`config.mk`:
```
export PLATFORM = sky130hd
export DESIGN_NAME = i2c_master_byte_controller_top
export DESIGN_NICKNAME = d
export VERILOG_FILES = /design/src/hdl/i2cmbc_pkg.sv /design/src/hdl/i2c_master_byte_controller_top.sv
export SDC_FILE = /design/constraint.sdc
export NUM_CORES = 1
export LEC_CHECK = 0
export BUFFER_PORTS_ARGS = -buffer_cell sky130_fd_sc_hd__buf_4
export CORE_MARGIN = 2
export CORE_UTILIZATION = 40
export DETAILED_ROUTE_END_ITERATION = 7
export HOLD_SLACK_MARGIN = 0.03
export PLACE_DENSITY = 0.54
export SYNTH_ARGS = -nofsm -noshare
export SYNTH_HDL_FRONTEND = slang
export SYNTH_SLANG_ARGS = --single-unit
```
`constraint.sdc`:
```
create_clock -name clk -period 4.1 [get_ports clk]
set_input_delay 0.615 -clock clk [delete_from_list [all_inputs] [get_ports clk]]
set_output_delay 0.615 -clock clk [all_outputs]
set_load 0.05 [all_outputs]
```
`src/hdl/i2cmbc_pkg.sv`:
```
// Shared codes and reset values for the I2C master byte controller.
package i2cmbc_pkg;

  localparam int unsigned HalfW = 16;
  localparam int unsigned TmoW  = 8;
  localparam int unsigned PhW   = 4;
  localparam int unsigned BcW   = 4;
  localparam int unsigned ByteW = 8;
  localparam int unsigned OpW   = 3;
  localparam int unsigned CfgAddrW = 8;

  localparam logic [HalfW-1:0] HALF_RST = 16'd20;
  localparam logic [TmoW-1:0]  TMO_RST  = 8'd250;

  localparam logic [CfgAddrW-1:0] REG_HALF_PERIOD = 8'd0;
  localparam logic [CfgAddrW-1:0] REG_ACK_TIMEOUT = 8'd1;

  localparam logic [OpW-1:0] OP_START    = 3'd0;
  localparam logic [OpW-1:0] OP_STOP     = 3'd1;
  localparam logic [OpW-1:0] OP_WRITE    = 3'd2;
  localparam logic [OpW-1:0] OP_WAIT_ACK = 3'd3;
  localparam logic [OpW-1:0] OP_READ     = 3'd4;
  localparam logic [OpW-1:0] OP_SEND_ACK = 3'd5;

  localparam logic [PhW-1:0] PH_IDLE    = 4'd0;
  localparam logic [PhW-1:0] PH_ST_LOW  = 4'd1;
  localparam logic [PhW-1:0] PH_SP_HI   = 4'd2;
  localparam logic [PhW-1:0] PH_FIN     = 4'd3;
  localparam logic [PhW-1:0] PH_END     = 4'd4;
  localparam logic [PhW-1:0] PH_W_BIT   = 4'd5;
  localparam logic [PhW-1:0] PH_W_HI    = 4'd6;
  localparam logic [PhW-1:0] PH_W_LO    = 4'd7;
  localparam logic [PhW-1:0] PH_WA_CLK  = 4'd8;
  localparam logic [PhW-1:0] PH_WA_POLL = 4'd9;
  localparam logic [PhW-1:0] PH_RD_LO   = 4'd10;
  localparam logic [PhW-1:0] PH_RD_HI   = 4'd11;
  localparam logic [PhW-1:0] PH_AK_LOW  = 4'd12;
  localparam logic [PhW-1:0] PH_AK_HI   = 4'd13;

  localparam logic [BcW-1:0] BITS_PER_BYTE = 4'd8;

endpackage

```
`src/hdl/i2c_master_byte_controller_top.sv`:
```
// I2C master byte controller: tick-driven SCL/SDA sequencer with config port.
//
//  channel | handshake          | payload
//  --------+--------------------+---------------------------------------------
//  in      | in_valid/in_stall  | cmd_valid, operation, tx_byte, ack_bit, sda_in
//  out     | out_valid/out_stall| scl_level, sda_out, sda_drive, busy_res,
//          |                    | done_res, rx_byte, no_ack
//  cfg     | cfg_valid/cfg_ready| cfg_addr, cfg_data
//
// One tick per clock while the result is not stalled: a tick is held in the input
// register, then its sequencer step is taken into the result register.
// The sequencer step is one pass of logic from the state registers.
// Reset: phase idle, SCL/SDA high and driven, half period 20, timeout 250.
// A stalled result holds the input register; the next tick still enters
// while the result register is free or being taken.
module i2c_master_byte_controller_top (
  input  logic                               clk,
  input  logic                               rst_n,
  input  logic                               in_valid,
  output logic                               in_stall,
  input  logic                               in_cmd_valid,
  input  logic [i2cmbc_pkg::OpW-1:0]         in_operation,
  input  logic [i2cmbc_pkg::ByteW-1:0]       in_tx_byte,
  input  logic                               in_ack_bit,
  input  logic                               in_sda_in,
  output logic                               out_valid,
  input  logic                               out_stall,
  output logic                               out_scl_level,
  output logic                               out_sda_out,
  output logic                               out_sda_drive,
  output logic                               out_busy_res,
  output logic                               out_done_res,
  output logic [i2cmbc_pkg::ByteW-1:0]       out_rx_byte,
  output logic                               out_no_ack,
  input  logic                               cfg_valid,
  output logic                               cfg_ready,
  input  logic [i2cmbc_pkg::CfgAddrW-1:0]    cfg_addr,
  input  logic [i2cmbc_pkg::HalfW-1:0]       cfg_data
);

  logic [i2cmbc_pkg::HalfW-1:0] half_r;
  logic [i2cmbc_pkg::TmoW-1:0]  tmo_r;

  logic                         in_v_r;
  logic                         cmdv_r;
  logic [i2cmbc_pkg::OpW-1:0]   op_r;
  logic [i2cmbc_pkg::ByteW-1:0] tx_r;
  logic                         ackin_r;
  logic                         sda_r;

  logic [i2cmbc_pkg::PhW-1:0]   phase_r, phase_nxt;
  logic [i2cmbc_pkg::BcW-1:0]   bc_r, bc_nxt;
  logic [i2cmbc_pkg::ByteW-1:0] shift_r, shift_nxt;
  logic [i2cmbc_pkg::HalfW-1:0] delay_r, delay_nxt;
  logic [i2cmbc_pkg::TmoW-1:0]  poll_r, poll_nxt;
  logic [i2cmbc_pkg::ByteW-1:0] rx_r, rx_nxt;
  logic                         scl_r, scl_nxt;
  logic                         sdo_r, sdo_nxt;
  logic                         drv_r, drv_nxt;
  logic                         noack_r, noack_nxt;
  logic                         ackl_r, ackl_nxt;
  logic                         done_nxt;

  logic                         out_v_r;
  logic                         o_scl_r, o_sdo_r, o_drv_r, o_busy_r, o_done_r, o_noack_r;
  logic [i2cmbc_pkg::ByteW-1:0] o_rx_r;

  logic                         advance;
  logic                         taken;
  logic [i2cmbc_pkg::HalfW-1:0] full_w;
  logic [i2cmbc_pkg::HalfW-1:0] half_w;
  logic [i2cmbc_pkg::TmoW:0]    poll_inc;
  logic [i2cmbc_pkg::BcW-1:0]   bc_inc;
  logic [i2cmbc_pkg::ByteW-1:0] shift_in;

  assign advance  = in_v_r && (!out_v_r || !out_stall);
  assign in_stall = in_v_r && out_v_r && out_stall;
  assign cfg_ready = 1'b1;

  assign full_w = (half_r == '0) ? i2cmbc_pkg::HalfW'(1) : half_r;
  assign half_w = ((half_r >> 1) == '0) ? i2cmbc_pkg::HalfW'(1) : (half_r >> 1);

  always_comb begin
    phase_nxt = phase_r;
    bc_nxt    = bc_r;
    shift_nxt = shift_r;
    delay_nxt = delay_r;
    poll_nxt  = poll_r;
    rx_nxt    = rx_r;
    scl_nxt   = scl_r;
    sdo_nxt   = sdo_r;
    drv_nxt   = drv_r;
    noack_nxt = noack_r;
    ackl_nxt  = ackl_r;
    done_nxt  = 1'b0;
    poll_inc  = '0;
    bc_inc    = '0;
    shift_in  = '0;

    taken = (phase_r == i2cmbc_pkg::PH_IDLE) && cmdv_r &&
            (op_r <= i2cmbc_pkg::OP_SEND_ACK);

    if (taken) begin
      unique case (op_r)
        i2cmbc_pkg::OP_START: begin
          drv_nxt = 1'b1; sdo_nxt = 1'b1; scl_nxt = 1'b1;
          phase_nxt = i2cmbc_pkg::PH_ST_LOW; delay_nxt = full_w;
        end
        i2cmbc_pkg::OP_STOP: begin
          drv_nxt = 1'b1; scl_nxt = 1'b0; sdo_nxt = 1'b0;
          phase_nxt = i2cmbc_pkg::PH_SP_HI; delay_nxt = full_w;
        end
        i2cmbc_pkg::OP_WRITE: begin
          drv_nxt = 1'b1; scl_nxt = 1'b0;
          shift_nxt = tx_r; bc_nxt = '0;
          phase_nxt = i2cmbc_pkg::PH_W_BIT; delay_nxt = '0;
        end
        i2cmbc_pkg::OP_WAIT_ACK: begin
          noack_nxt = 1'b0; sdo_nxt = 1'b1; drv_nxt = 1'b0;
          phase_nxt = i2cmbc_pkg::PH_WA_CLK; delay_nxt = half_w;
        end
        i2cmbc_pkg::OP_READ: begin
          drv_nxt = 1'b0; shift_nxt = '0; bc_nxt = '0; ackl_nxt = ackin_r;
          phase_nxt = i2cmbc_pkg::PH_RD_LO; delay_nxt = '0;
        end
        default: begin
          ackl_nxt = ackin_r;
          phase_nxt = i2cmbc_pkg::PH_AK_LOW; delay_nxt = '0;
        end
      endcase
    end else if (phase_r != i2cmbc_pkg::PH_IDLE && delay_r != '0) begin
      delay_nxt = delay_r - i2cmbc_pkg::HalfW'(1);
    end

    if (phase_nxt != i2cmbc_pkg::PH_IDLE && delay_nxt == '0) begin
      bc_inc   = bc_nxt + i2cmbc_pkg::BcW'(1);
      poll_inc = {1'b0, poll_nxt} + (i2cmbc_pkg::TmoW+1)'(1);
      shift_in = {shift_nxt[i2cmbc_pkg::ByteW-2:0], sda_r};
      unique case (phase_nxt)
        i2cmbc_pkg::PH_ST_LOW: begin
          sdo_nxt = 1'b0; phase_nxt = i2cmbc_pkg::PH_END; delay_nxt = full_w;
        end
        i2cmbc_pkg::PH_SP_HI: begin
          scl_nxt = 1'b1; sdo_nxt = 1'b1;
          phase_nxt = i2cmbc_pkg::PH_FIN; delay_nxt = full_w;
        end
        i2cmbc_pkg::PH_FIN: begin
          phase_nxt = i2cmbc_pkg::PH_IDLE; delay_nxt = '0; done_nxt = 1'b1;
        end
        i2cmbc_pkg::PH_END: begin
          scl_nxt = 1'b0;
          phase_nxt = i2cmbc_pkg::PH_IDLE; delay_nxt = '0; done_nxt = 1'b1;
        end
        i2cmbc_pkg::PH_W_BIT: begin
          if (bc_nxt >= i2cmbc_pkg::BITS_PER_BYTE) begin
            phase_nxt = i2cmbc_pkg::PH_END; delay_nxt = full_w;
          end else begin
            sdo_nxt = shift_nxt[i2cmbc_pkg::ByteW-1];
            shift_nxt = {shift_nxt[i2cmbc_pkg::ByteW-2:0], 1'b0};
            phase_nxt = i2cmbc_pkg::PH_W_HI; delay_nxt = full_w;
          end
        end
        i2cmbc_pkg::PH_W_HI: begin
          scl_nxt = 1'b1; phase_nxt = i2cmbc_pkg::PH_W_LO; delay_nxt = full_w;
        end
        i2cmbc_pkg::PH_W_LO: begin
          scl_nxt = 1'b0; bc_nxt = bc_inc;
          phase_nxt = i2cmbc_pkg::PH_W_BIT; delay_nxt = full_w;
        end
        i2cmbc_pkg::PH_WA_CLK: begin
          scl_nxt = 1'b1; poll_nxt = '0;
          phase_nxt = i2cmbc_pkg::PH_WA_POLL; delay_nxt = half_w;
        end
        i2cmbc_pkg::PH_WA_POLL: begin
          if (!sda_r) begin
            scl_nxt = 1'b0;
            phase_nxt = i2cmbc_pkg::PH_IDLE; delay_nxt = '0; done_nxt = 1'b1;
          end else if (poll_inc > {1'b0, tmo_r}) begin
            noack_nxt = 1'b1;
            drv_nxt = 1'b1; scl_nxt = 1'b0; sdo_nxt = 1'b0;
            phase_nxt = i2cmbc_pkg::PH_SP_HI; delay_nxt = full_w;
          end else begin
            poll_nxt = poll_inc[i2cmbc_pkg::TmoW-1:0];
            delay_nxt = i2cmbc_pkg::HalfW'(1);
          end
        end
        i2cmbc_pkg::PH_RD_LO: begin
          scl_nxt = 1'b0; phase_nxt = i2cmbc_pkg::PH_RD_HI; delay_nxt = full_w;
        end
        i2cmbc_pkg::PH_RD_HI: begin
          scl_nxt = 1'b1; shift_nxt = shift_in; bc_nxt = bc_inc;
          delay_nxt = full_w;
          if (bc_inc >= i2cmbc_pkg::BITS_PER_BYTE) begin
            rx_nxt = shift_in; phase_nxt = i2cmbc_pkg::PH_AK_LOW;
          end else begin
            phase_nxt = i2cmbc_pkg::PH_RD_LO;
          end
        end
        i2cmbc_pkg::PH_AK_LOW: begin
          scl_nxt = 1'b0; drv_nxt = 1'b1; sdo_nxt = !ackl_nxt;
          phase_nxt = i2cmbc_pkg::PH_AK_HI; delay_nxt = full_w;
        end
        i2cmbc_pkg::PH_AK_HI: begin
          scl_nxt = 1'b1; phase_nxt = i2cmbc_pkg::PH_END; delay_nxt = full_w;
        end
        default: begin
          phase_nxt = i2cmbc_pkg::PH_IDLE; delay_nxt = '0;
        end
      endcase
    end
  end

  always_ff @(posedge clk) begin
    if (!rst_n) begin
      half_r <= i2cmbc_pkg::HALF_RST;
      tmo_r  <= i2cmbc_pkg::TMO_RST;
    end else if (cfg_valid && cfg_ready) begin
      if (cfg_addr == i2cmbc_pkg::REG_HALF_PERIOD) begin
        half_r <= cfg_data;
      end else if (cfg_addr == i2cmbc_pkg::REG_ACK_TIMEOUT) begin
        tmo_r <= cfg_data[i2cmbc_pkg::TmoW-1:0];
      end
    end
  end

  always_ff @(posedge clk) begin
    if (!rst_n) begin
      in_v_r <= 1'b0;
    end else if (!in_stall) begin
      in_v_r <= in_valid;
    end
  end

  always_ff @(posedge clk) begin
    if (in_valid && !in_stall) begin
      cmdv_r  <= in_cmd_valid;
      op_r    <= in_operation;
      tx_r    <= in_tx_byte;
      ackin_r <= in_ack_bit;
      sda_r   <= in_sda_in;
    end
  end

  always_ff @(posedge clk) begin
    if (!rst_n) begin
      phase_r <= i2cmbc_pkg::PH_IDLE;
      bc_r    <= '0;
      shift_r <= '0;
      delay_r <= '0;
      poll_r  <= '0;
      rx_r    <= '0;
      scl_r   <= 1'b1;
      sdo_r   <= 1'b1;
      drv_r   <= 1'b1;
      noack_r <= 1'b0;
      ackl_r  <= 1'b0;
    end else if (advance) begin
      phase_r <= phase_nxt;
      bc_r    <= bc_nxt;
      shift_r <= shift_nxt;
      delay_r <= delay_nxt;
      poll_r  <= poll_nxt;
      rx_r    <= rx_nxt;
      scl_r   <= scl_nxt;
      sdo_r   <= sdo_nxt;
      drv_r   <= drv_nxt;
      noack_r <= noack_nxt;
      ackl_r  <= ackl_nxt;
    end
  end

  always_ff @(posedge clk) begin
    if (!rst_n) begin
      out_v_r <= 1'b0;
    end else if (advance) begin
      out_v_r <= 1'b1;
    end else if (!out_stall) begin
      out_v_r <= 1'b0;
    end
  end

  always_ff @(posedge clk) begin
    if (advance) begin
      o_scl_r   <= scl_nxt;
      o_sdo_r   <= sdo_nxt;
      o_drv_r   <= drv_nxt;
      o_busy_r  <= (phase_nxt != i2cmbc_pkg::PH_IDLE);
      o_done_r  <= done_nxt;
      o_rx_r    <= rx_nxt;
      o_noack_r <= noack_nxt;
    end
  end

  assign out_valid     = out_v_r;
  assign out_scl_level = o_scl_r;
  assign out_sda_out   = o_sdo_r;
  assign out_sda_drive = o_drv_r;
  assign out_busy_res  = o_busy_r;
  assign out_done_res  = o_done_r;
  assign out_rx_byte   = o_rx_r;
  assign out_no_ack    = o_noack_r;

  a_done_not_busy: assert property (@(posedge clk) disable iff (!rst_n)
    out_v_r && o_done_r |-> !o_busy_r)
    else $error("done and busy reported together");

  a_active_has_delay: assert property (@(posedge clk) disable iff (!rst_n)
    phase_r != i2cmbc_pkg::PH_IDLE |-> delay_r != '0)
    else $error("active phase with expired delay");

  a_idle_no_delay: assert property (@(posedge clk) disable iff (!rst_n)
    phase_r == i2cmbc_pkg::PH_IDLE |-> delay_r == '0)
    else $error("idle phase with pending delay");

  a_release_phase: assert property (@(posedge clk) disable iff (!rst_n)
    !drv_r |-> (phase_r == i2cmbc_pkg::PH_IDLE || phase_r == i2cmbc_pkg::PH_WA_CLK ||
                phase_r == i2cmbc_pkg::PH_WA_POLL || phase_r == i2cmbc_pkg::PH_RD_LO ||
                phase_r == i2cmbc_pkg::PH_RD_HI || phase_r == i2cmbc_pkg::PH_AK_LOW ||
                phase_r == i2cmbc_pkg::PH_END))
    else $error("SDA released outside a receive phase");

endmodule

```
# Word level (Yosys, flattened, before mapping)
# Cells that the tools add are included.
# classes
n_addsub,3
order_cmp,4
eq_ne,21
mux,63
bitwise,1
reduce_logical,40
# ops
operator,n
$mux W16,6
$mux W8,8
$logic_not A16 Y1,3
$pmux W16 S3,1
$pmux W8 S2,3
$pmux W4 S10,1
$mux W4,8
$pmux W16 S2,1
$eq A4 B4 Y1 const B,6
$mux W1,24
$pmux W4 S5,1
$eq A4 B3 Y1 const B,4
$reduce_bool A16 Y1,1
$reduce_or A2 Y1,8
$sub A16 B1 Y16 const B,1
$mux W15,1
$reduce_bool A4 Y1,3
$pmux W1 S2,5
$add A8 B1 Y9 const B,1
$gt A9 B8 Y1,1
$reduce_or A9 Y1,1
$eq A4 B2 Y1 const B,2
$eq A8 B1 Y1 const B,1
$ge A4 B4 Y1 const B,2
26 further kinds,39
# totals
reg_bits,107
in_bits,43

# Logic depth before layout (Yosys ltp)
# Gate-level depths: netlist of the first run.
# depth
word_depth,10
depth_mapped,15
ltp_nobuf,14

# Worst setup path after synthesis of the first run
# Ideal clock, no wire load.
# synth_path
path_type,register -> register
from,register delay_r[0] in the netlist's numbering
to,"register o_rx_r, in the netlist out_rx_byte[0], data pin"
setup_time_ns,0.260
t_arrival_ns,3.384
required_ns,3.840
path_slack_ns,0.456
stages_incl_launch_ff,13
path_cell_list,dfxtp_1 > inv_1 > ha_1 > or4b_1 > nor4_4 > nor2_2 > a211oi_2 > o221ai_2 > or3_4 > nor2_1 > and3_1 > clkbuf_1 > mux2_2
# synth_between
elab_chain_len,7
word_cells_on_any_way,8
cone_classes,1 x add/sub; 3 x mux; 4 x reduce/logical
# synth_lines
element,line_no,text
from (decl),i2c_master_byte_controller_top.sv:54,"logic [i2cmbc_pkg::HalfW-1:0] delay_r, delay_nxt;"
from (signal assigned),i2c_master_byte_controller_top.sv:261,delay_r <= delay_nxt;
"parallel branches: the longest is 2 deep, another holds $sub A16 B1 Y16",n/a,
$mux W16 *,i2c_master_byte_controller_top.sv:131,end else if (phase_r != i2cmbc_pkg::PH_IDLE && delay_r != '0) begin
$mux W16 *,i2c_master_byte_controller_top.sv:103,if (taken) begin
$logic_not A16 Y1 *,i2c_master_byte_controller_top.sv:135,if (phase_nxt != i2cmbc_pkg::PH_IDLE && delay_nxt == '0) begin
$logic_and A1 B1 Y1 *,i2c_master_byte_controller_top.sv:135,
$mux W8 *,i2c_master_byte_controller_top.sv:135,
named net rx_nxt (one bit),i2c_master_byte_controller_top.sv:56,"logic [i2cmbc_pkg::ByteW-1:0] rx_r, rx_nxt;"
to (signal assigned),i2c_master_byte_controller_top.sv:289,o_rx_r <= rx_nxt;
to (decl),i2c_master_byte_controller_top.sv:66,logic [i2cmbc_pkg::ByteW-1:0] o_rx_r;
# Mark *: on every way through the listed nets, which the timed path passes.
# A chain may end at the register's enable or synchronous reset.

# Worst setup path in the final report of the first run
# layout_path
from,register delay_r[0] in the netlist's numbering
to,register poll_r[0] in the netlist's numbering
# layout_between
elab_chain_len,7
word_cells_on_any_way,8
cone_classes,1 x add/sub; 2 x mux; 5 x reduce/logical
# layout_lines
element,line_no,text
"parallel branches: the longest is 2 deep, another holds $sub A16 B1 Y16",n/a,
$mux W16 *,i2c_master_byte_controller_top.sv:131,
$mux W16 *,i2c_master_byte_controller_top.sv:103,
$logic_not A16 Y1 *,i2c_master_byte_controller_top.sv:135,
$logic_and A1 B1 Y1 *,i2c_master_byte_controller_top.sv:135,
$reduce_and A5 Y1 (no source line) *,n/a,
to (signal assigned),i2c_master_byte_controller_top.sv:262,poll_r <= poll_nxt;
to (decl),i2c_master_byte_controller_top.sv:55,"logic [i2cmbc_pkg::TmoW-1:0] poll_r, poll_nxt;"
# Every way passes the cells marked *.

==> results of run 1 <==
metal layers:
metal | GRT usage | vias to the layer above | share of wire | wire length (microns)
met5 | 0 | - | 0 | 0
met4 | 0.0737 | 0 | 0.014 | 297
met3 | 0.0347 | 21 | 0.064 | 1330
met2 | 0.353 | 253 | 0.43 | 8870
met1 | 0.361 | 3093 | 0.49 | 10300
li1 | - | 3017 | - | -
Yosys cell counts (4+ instances only):
cell       n
a21oi_1   49
o21ai_0   50
nand2_1   67
a211oi_1   6
edfxtp_1  28
xnor2_1    5
nand2b_1   4
a31oi_1   17
o211ai_1   8
nor2b_1    4
nor3_1    16
nor2_1    92
o31a_1     4
buf_2      6
or4_1      8
mux2_2     8
o311ai_0   5
o221ai_1   4
dfxtp_1   79
a22oi_1   14
nor4_1    16
and2_1     4
ha_1      11
nand3_1   29
inv_1     16
o211a_1    9
a22o_1     7
or3_1     10
mux2i_1   41
xor2_1     6
nand4_1   13
a221oi_1   6
clkbuf_1  41
o22ai_1   11
o21a_1     5
and3_1    22
o31ai_1    4
state kept, by name, summed over array words and instances (netlist names), 8 cells and up:
register / cells
delay_r: 16
half_r: 16
out_rx_byte: 8
poll_r: 8
rx_r: 8
shift_r: 8
tmo_r: 8
tx_r: 8
cells in the final DEF (no fill, tap or decap), types with 5 or more instances in the layout:
master     instances
a221oi_1           6
o311ai_0           5
o211a_1            9
buf_4             89
clkbuf_16          9
xor2_1             6
nand2_1           67
nand4_1           13
nor4_1            16
or4_1              8
mux2i_1           41
o211ai_1           8
dfxtp_1           79
a31oi_1           17
nand3_1           28
a211oi_1           6
ha_1              11
o22ai_1           11
inv_1             15
nor3_1            16
edfxtp_1          28
o21ai_0           50
a22o_1             7
and3_1            21
or3_1             10
a22oi_1           14
nor2_1            91
a21oi_1           49
mux2_2             8
power by group through the flow:
stage | Clock [mW] | Sequential [mW] | Combinational [mW]
floorplan | 0 | 1.18 | 0.360
global placement | 0 | 1.18 | 0.560
detailed placement | 0 | 1.18 | 0.556
CTS | 0.950 | 1.16 | 0.558
global route | 1.00 | 1.17 | 0.617
finish | 0.939 | 1.16 | 0.572
kinds of logic (layout without fill, tap and decap cells):
| logic type | after synthesis | after routing | share of synthesized area |
|---|---|---|---|
| other | 1 | 1 | 0.000579 |
| muxes | 49 | 49 | 0.0773 |
| AOI/OAI and AO/OA | 226 | 226 | 0.237 |
| buffers and inverters | 69 | 121 | 0.0441 |
| and+or+nand+nor | 302 | 302 | 0.230 |
| DFF | 107 | 107 | 0.374 |
| xor gates and xnor gates | 11 | 11 | 0.0149 |
| adders and majority gates | 11 | 11 | 0.0213 |
worst max-delay path by stage:
stage | end | from | slack, ns | depth (start not counted)
finish | poll_r[0] | delay_r[0] | 0.19 | 11
detailed placement | out_rx_byte[4] | delay_r[0] | 0.24 | 11
global route | poll_r[6] | delay_r[0] | 0.002 | 12
floorplan | out_rx_byte[0] | delay_r[0] | 0.46 | 12
CTS | poll_r[0] | poll_r[0] | 0.21 | 14
global placement | poll_r[0] | poll_r[0] | 0.26 | 14
layout make-up:
type / instances / area, sq um
clock buffer: 10 / 229
clock inverter: 6 / 83.8
fill: 1542 / 8310
inverter: 16 / 60.1
multi-input combinational: 600 / 3780
sequential: 107 / 2420
tap: 216 / 270
timing repair buffer: 89 / 668
==> run_results.csv, run 1 <==
group,metric,value,unit
yosys,synth_area_leaders,"dfxtp_1 (24%), edfxtp_1 (13%), mux2i_1 (6.3%), nor2_1 (5.3%), nand2_1 (3.9%)",
sta,max_slew_margin,0.182,
clock_network,cts.sinks,107,
global_routing,antenna_found_initial,0,
floorplanning,num_rows,46,
yosys,netlist_instances,776,
placement,placed_cell_area,7190,sq um
floorplanning,die_h,131,microns
power_and_ir_drop,clockPowerShare,0.351,
final_layout,area_delta_synth_final,16.1,%
sta,period_share,0.954,
clock_network,clk_path_buf_depth,2,
setup_path,crit_path_frequent_cell,"or4_1",
route,wl_per_cell,19.9,microns
setup_path,r2r-start,"delay_r[0]",
setup_path,cp_slowest_cell,"or4_1",
yosys,ys.flop_type,"dfxtp_1",
global_routing,grt_max_degree,46,
yosys,netlist.top_cell.by_area,"dfxtp_1",
hold_path,min_path_cells,1,
final_layout,stdcell_area,7520,sq um
clock_network,cts_root_buffer,"clkbuf_16",
yosys,synth_top_area_frac,0.244,
sta,slew_viol_final,0,
sta,min_period,3.91,ns
sta,setup_violations,0,
setup_path,r2r_cells,11,
hold_path,worstHoldEndpoint,"tx_r[0]",
route,ant_nets,0,
yosys,synth_cell_type_count,75,
placement,dpl.hpwl,15.1,mm
power_and_ir_drop,vdd_ir_drop_max,0.000239,V
clock_network,ctsResizeCount,0,
yosys,ys_ff_latch,107,
route,wl,20.7,mm
final_layout,diodes,0,
yosys,postSynthAreaPerCell,8.34,sq um
power_and_ir_drop,p_sw,858,uW
sta,fmax,0.256,GHz
power_and_ir_drop,power.total,2.67,mW
floorplanning,initial_core_util,0.409,
setup_path,cp.buffers_inverters,1,
global_routing,overflow,0,
power_and_ir_drop,seqPwrFrac,0.434,
placement,placement.io_buffers,58,
global_routing,grt_use_total,0.240,
route,drc,0,
power_and_ir_drop,p_leak,2.97,nW
setup_path,critical-path-max-stage-delay,0.58,ns
floorplanning,fp.dieArea,17200,sq um
sta,worstMarginPinSlew,1.22,ns
clock_network,cts_tree,"done",
global_routing,grt_pass1_wl,33.1,mm
power_and_ir_drop,p_comb_frac,0.214,
setup_path,critical_path.max_fanout,6,
power_and_ir_drop,power.share.switching,0.321,
yosys,seq_area_frac_synth,0.374,
setup_path,worstPathRequired,4.40,ns
sta,skew,0.0127,ns
setup_path,rr_endpoint,"poll_r[0]",
clock_network,cts_setup_buffers,0,
sta,setup_tns,0,ns
hold_path,hp-class,"in -> reg",
setup_path,start_kind,"register",
final_layout,instances_no_fill,1044,
sta,worst_slack,0.190,ns
run,maxCapViolCount,0,
setup_path,end_kind,"register",
clock_network,clkTransAtPathRegs,0.08,ns
yosys,ys.warnings.count,0,
final_layout,final_nets,877,
clock_network,htreeDepth,3,
placement,globalplace.congestion,0.928,
route,routed_via_density,6.11,
yosys,synth-edff-count,28,
clock_network,insertion_delay,0.37,ns
clock_network,postCtsHoldBufs,0,
sta,hold_ws,0.420,ns
yosys,netlist_area,6470,sq um
clock_network,cts_buffers,9,
route,dr.pass1.iters,5,
setup_path,reg2reg_slack,0.19,ns
placement,preCtsSetupSlack,0.238,ns
floorplanning,core,15800,sq um
power_and_ir_drop,power_density,356,nW/um^2
setup_path,path_class,"reg -> reg",
floorplanning,boundaryPins,60,
final_layout,drive_above_1_share,0.163,
final_layout,final_util,0.475,
hold_path,min-delay-start,"in_tx_byte[0]",
global_routing,grt_pass1_vias,5980,
placement,dp.cells,1028,
route,vias,6384,
setup_path,cp_cell_sequence,"inv_1 > ha_1 > or4b_1 > nor4_4 > nor2_2 > a211oi_2 > o221ai_2 > or3_4 > or4_1 > or4_1 > a21oi_1",
sta,hold_violations,0,
setup_path,critical_path_arrival,4.21,ns
status,run_status,"completed",
floorplanning,die_w,131,microns
yosys,synth_nets,830,
power_and_ir_drop,p_int,1.81,mW
yosys,async_flop_share,0,
route,drtIter0Drc,646,
setup_path,crit_family,"simple AND/OR/NAND/NOR gates",
sta,rsz0062_at_grt,"false",
Note: power is estimated with default switching activity, not from simulation.
==> inputs of run 2 (changes only) <==
ABC_AREA = 1   (was unset)
==> run 2 against run 1 <==
Power increased by 5.2%. Final area rose by 4.3%. Clock power fell by 2.3%. Critical path depth rose by 3. Flip-flop and latch count stayed put. Sequential power is essentially flat. Clock skew down 0.0030 ns. Critical path type unchanged. Highest routed layer unchanged.
==> run_results.csv, run 2 <==
group,metric,value,unit
yosys,ys.warnings.count,0,
floorplanning,num_rows,48,
route,dr.pass1.iters,7,
sta,max_slew_margin,0.401,
route,vias,6869,
setup_path,r2r_cells,14,
run,maxCapViolCount,0,
final_layout,multi_input_area,3830,sq um
floorplanning,core,17200,sq um
power_and_ir_drop,p_leak,3.71,nW
final_layout,nFillCells,1851,
route,drc,0,
yosys,ys_ff_latch,107,
yosys,synthTopCellsByCount,"nand2_1 (328), inv_1 (129), nor2_1 (110)",
sta,setup_violations,0,
status,run_status,"completed",
route,wl,19.7,mm
setup_path,reg2reg_slack,0.70,ns
global_routing,grt_pass1_wl,32.2,mm
clock_network,cts.sinks,107,
placement,dpl.hpwl,14.4,mm
floorplanning,die_w,137,microns
yosys,ys.flop_type,"dfxtp_1",
yosys,synth_xor_area_frac,0.00997,
setup_path,crit_end,"delay_r[9]",
route,routed_via_density,5.11,
floorplanning,die_h,137,microns
sta,hold_violations,0,
hold_path,hp-class,"in -> reg",
yosys,synth_cell_type_count,48,
clock_network,insertion_delay,0.36,ns
final_layout,largest_registers,"delay_r x16, half_r x16",
setup_path,critical_path_arrival,3.69,ns
setup_path,path_class,"reg -> reg",
sta,min_period,3.40,ns
setup_path,rr_endpoint,"delay_r[9]",
yosys,seq_area_frac_synth,0.345,
yosys,synth_top_family_by_area,"simple AND/OR/NAND/NOR gates",
sta,worst_slack,0.703,ns
placement,globalplace.congestion,0.931,
route,ant_nets,0,
yosys,synth_mux_area_frac,0,
route,wl_per_cell,14.6,microns
yosys,synth_area_leaders,"dfxtp_1 (23%), nand2_1 (18%), edfxtp_1 (12%), inv_1 (6.9%), nor2_1 (5.9%)",
global_routing,grt_max_degree,64,
global_routing,grt_pass1_vias,6246,
clock_network,cts_setup_buffers,0,
sta,period_share,0.829,
clock_network,cts_buffers,9,
clock_network,clk_path_buf_depth,2,
sta,fmax,0.294,GHz
setup_path,critPathLaunch,"op_r[1]",
placement,placement.io_buffers,58,
setup_path,r2r-start,"op_r[1]",
floorplanning,fp.dieArea,18600,sq um
clock_network,ctsResizeCount,0,
power_and_ir_drop,power_density,358,nW/um^2
sta,setup_tns,0,ns
yosys,netlist_area,7030,sq um
power_and_ir_drop,vdd_ir_drop_max,0.000249,V
final_layout,area_delta_synth_final,11.6,%
clock_network,cts_root_buffer,"clkbuf_16",
floorplanning,boundaryPins,60,
clock_network,htreeDepth,3,
yosys,synthAdderAreaFrac,0.0196,
setup_path,end_kind,"register",
sta,worstMarginPinSlew,0.896,ns
yosys,synth_nets,1138,
yosys,netlist_instances,1084,
route,drtIter0Drc,568,
clock_network,cts_tree,"done",
placement,preCtsSetupSlack,0.754,ns
yosys,synth-compound-area-share,0.165,
yosys,synthSimpleGateAreaFrac,0.350,
final_layout,diodes,0,
clock_network,postCtsHoldBufs,0,
sta,skew,0.00962,ns
final_layout,final_nets,1169,
final_layout,final_common_cell,"nand2_1",
setup_path,start_kind,"register",
sta,rsz0062_at_grt,"false",
yosys,yosysMostFrequentCell,"nand2_1",
global_routing,overflow,0,
yosys,synth-edff-count,28,
setup_path,critical_path.max_fanout,32,
sta,slew_viol_final,0,
clock_network,clkTransAtPathRegs,0.08,ns
yosys,async_flop_share,0,
setup_path,worstPathRequired,4.39,ns
final_layout,drive_above_1_share,0.111,
global_routing,antenna_found_initial,0,
global_routing,grt_use_total,0.219,
yosys,postSynthAreaPerCell,6.48,sq um
power_and_ir_drop,power.total,2.81,mW
yosys,netlist.top_cell.by_area,"dfxtp_1",
floorplanning,initial_core_util,0.408,
final_layout,ff_latch_area,2420,sq um
final_layout,mostFrequentLayoutCells,"nand2_1 (328), inv_1 (129), nor2_1 (109)",
yosys,synth_top_area_frac,0.225,
[run 2: cell types whose count changed in the layout (fill, tap and decap cells not counted), moves of 18 or more]
cell and delta:
mux2i_1 -41, and3_1 -20, nand3_1 +37, a21oi_1 +29, o21ai_0 +29, nor2_1 +18
nand2_1 +261, inv_1 +114, buf_4 -26
[run 2: kinds of logic after synthesis]
family	after synthesis
AND/OR/NAND/NOR	568
adder cells (fa/ha/maj)	11
XOR/XNOR	8
buffers and inverters	182
other	1
AO/OA/AOI/OAI	207
flip-flops	107
[run 2: layout make-up]
cell class	count	area share
Timing Repair Buffer	63	0.0603
Inverter	139	0.0665
Multi-Input combinational cell	795	0.489
Tap cell	225	0.0359
Sequential cell	107	0.309
Clock inverter	5	0.00463
Clock buffer	11	0.0351
[run 2: how the worst min path moves through the flow]
| stage | from | to | slack (ns) | depth (start not counted) |
|---|---|---|---|---|
| global route | in_tx_byte[0] | tx_r[0] | 0.42 | 1 |
| CTS | in_tx_byte[4] | tx_r[4] | 0.42 | 1 |
| finish | in_tx_byte[0] | tx_r[0] | 0.43 | 1 |
| global placement | scl_r | scl_r | 0.45 | 2 |
| floorplan | half_r[0] | half_r[0] | 0.43 | 2 |
| detailed placement | drv_r | drv_r | 0.46 | 2 |
[run 2: where the power goes]
| group | total, mW | internal (mW) | switching [mW] | leakage [nW] |
|---|---|---|---|---|
| combinational | 0.716 | 0.222 | 0.494 | 2.64 |
| clock | 0.917 | 0.492 | 0.425 | 0.157 |
| sequential | 1.18 | 1.14 | 0.0404 | 0.912 |
| total | 2.81 | 1.85 | 0.960 | 3.71 |
[run 2: worst max-delay path, cell delays in order (launching register included)]
cell	delay [ns]
edfxtp_1	0.46
nand2_1	0.13
nand4_2	0.55
nor2_1	0.31
nor2_2	0.10
nand2_1	0.18
nor2_1	0.09
nor2_1	0.10
nand3_1	0.12
nor2_4	0.17
nand2_2	0.07
inv_2	0.48
buf_4	0.33
nand2_1	0.08
a21oi_1	0.13
[run 2: metrics by stage]
step | instance area [sq um] | instances | util | hold slack (ns)
2_1_floorplan | 7030 | 1084 | - | 0.430
3_3_place_gp | 7530 | 1329 | 0.437 | 0.451
3_5_place_dp | 7530 | 1329 | 0.437 | 0.462
4_1_cts | 7840 | 1345 | 0.455 | 0.416
5_1_grt | 7840 | 1345 | 0.455 | 0.417
6_report | 7840 | 1345 | 0.455 | 0.426
[run 2: per-layer routing]
| layer | routed length [microns] | vias up | track usage |
|---|---|---|---|
| met5 | 0 | - | 0 |
| met4 | 318 | 0 | 0.0671 |
| met3 | 1150 | 24 | 0.0385 |
| met2 | 7860 | 208 | 0.301 |
| met1 | 10300 | 3061 | 0.342 |
| li1 | - | 3576 | - |
==> inputs of run 3 (changes only) <==
clock period = 3.5 ns   (was 4.1 ns; I/O delays follow)
==> run 3 against run 2 <==
Hold slack worse by 0.089 ns. Maximum frequency is 12% higher. Utilization up 0.38 points. Via count is 1.2% lower. Non-clock buffer count up 9. Clock power increased by 10%. Global-route usage fell by 0.39 points. Critical path depth increased by 6. Die area is the same. Sequential power increased by 17%. Power rose by 15%.
==> run_results.csv, run 3 (synthesis results as in run 2) <==
group,metric,value,unit
global_routing,grt_pass1_vias,6086,
clock_network,cts_root_buffer,"clkbuf_16",
setup_path,path_class,"reg -> reg",
clock_network,clk_path_buf_depth,2,
route,wl,19.2,mm
final_layout,final_util,0.459,
power_and_ir_drop,vdd_ir_drop_max,0.000235,V
power_and_ir_drop,p_leak,3.74,nW
clock_network,cts_setup_buffers,0,
setup_path,critical_path.max_fanout,15,
setup_path,r2r-start,"poll_r[0]",
sta,setup_tns,0,ns
floorplanning,initial_core_util,0.408,
global_routing,antenna_found_initial,0,
route,drtIter0Drc,467,
hold_path,hp-class,"in -> reg",
route,dr.pass1.iters,5,
global_routing,grt_use_total,0.215,
final_layout,final_common_cell,"nand2_1",
floorplanning,die_w,137,microns
sta,worst_slack,0.465,ns
global_routing,grt_max_degree,64,
clock_network,insertion_delay,0.36,ns
floorplanning,num_rows,48,
final_layout,diodes,0,
clock_network,clkTransAtPathRegs,0.08,ns
setup_path,worstPathRequired,3.74,ns
clock_network,cts_tree,"done",
final_layout,drive_above_1_share,0.117,
clock_network,htreeDepth,3,
final_layout,multi_input_area,3840,sq um
final_layout,final_nets,1178,
final_layout,instances_no_fill,1354,
placement,placed_cell_area,7610,sq um
route,ant_nets,0,
hold_path,min-delay-start,"in_tx_byte[1]",
floorplanning,fp.dieArea,18600,sq um
setup_path,critical_path_arrival,3.28,ns
power_and_ir_drop,power_density,409,nW/um^2
sta,rsz0062_at_grt,"false",
clock_network,cts_buffers,9,
sta,max_slew_margin,0.388,
route,vias,6786,
setup_path,start_kind,"register",
floorplanning,die_h,137,microns
route,routed_via_density,5.01,
sta,period_share,0.867,
sta,hold_violations,0,
final_layout,mostFrequentLayoutCells,"nand2_1 (328), inv_1 (129), nor2_1 (109)",
sta,min_period,3.04,ns
floorplanning,core,17200,sq um
placement,globalplace.congestion,0.910,
route,drc,0,
run,maxCapViolCount,0,
sta,fmax,0.329,GHz
floorplanning,boundaryPins,60,
final_layout,ff_latch_area,2420,sq um
global_routing,overflow,0,
sta,skew,0.0100,ns
placement,preCtsSetupSlack,0.411,ns
final_layout,stdcell_area,7910,sq um
setup_path,end_kind,"register",
placement,placement.io_buffers,58,
setup_path,critPathLaunch,"poll_r[0]",
route,wl_per_cell,14.2,microns
final_layout,largest_registers,"delay_r x16, half_r x16",
global_routing,grt_pass1_wl,31.7,mm
final_layout,area_delta_synth_final,12.6,%
clock_network,cts.sinks,107,
placement,dp.cells,1338,
sta,worstMarginPinSlew,0.915,ns
status,run_status,"completed",
final_layout,nFillCells,1808,
sta,setup_violations,0,
placement,dpl.hpwl,14.3,mm
sta,slew_viol_final,0,
-- run 3: final cells by class --
type | instances | share of cell area
sequential | 107 | 0.306
tap | 225 | 0.0356
inverter | 139 | 0.0660
clock inverter | 5 | 0.00585
timing repair buffer | 72 | 0.0699
multi-input combinational | 795 | 0.486
clock buffer | 11 | 0.0307
-- run 3: final timing paths --
kind	cells past startpoint	slack (ns)	end
setup / recovery	20	0.46	delay_r[8]
hold / removal	1	0.34	tx_r[1]
setup reg to reg	20	0.46	delay_r[8]
hold reg to reg	2	0.48	tmo_r[4]
-- run 3: critical path, stage by stage (launching register included) --
cell	delay (ns)
dfxtp_1	0.36
ha_1	0.17
nand2_1	0.05
inv_1	0.09
nand2_1	0.08
nor2_1	0.13
nand2_1	0.08
xor2_1	0.18
inv_1	0.07
ha_1	0.28
a21o_1	0.16
a21oi_1	0.13
nand2_1	0.07
nand2_1	0.09
nand2_1	0.13
nand3_1	0.25
nand3_4	0.22
nand2_1	0.13
o21ai_0	0.10
nand2_1	0.10
a21oi_1	0.06
-- run 3: stage by stage --
step | power, mW | hold slack (ns)
6_report | 3.24 | 0.337
5_1_grt | 3.43 | 0.321
4_1_cts | 3.26 | 0.323
3_5_place_dp | 2.25 | 0.463
3_3_place_gp | 2.25 | 0.462
2_1_floorplan | 2.04 | 0.430
-- run 3: power by group --
group | switching, mW | internal (mW)
logic | 0.576 | 0.273
registers | 0.0481 | 1.33
clock network | 0.491 | 0.515
total | 1.12 | 2.12
-- run 3: repair_timing --
item | CTS | global route
gates resized for setup | 0 | 1
setup endpoints to repair | 0 | 4
hold buffers | 0 | 0
-- run 3: layer usage --
layer | vias to the layer above | GRT usage | part of all wire
li1 | 3597 | - | -
met1 | 3007 | 0.340 | 0.53
met2 | 164 | 0.306 | 0.40
met3 | 18 | 0.0300 | 0.050
met4 | 0 | 0.0492 | 0.013
met5 | - | 0 | 0
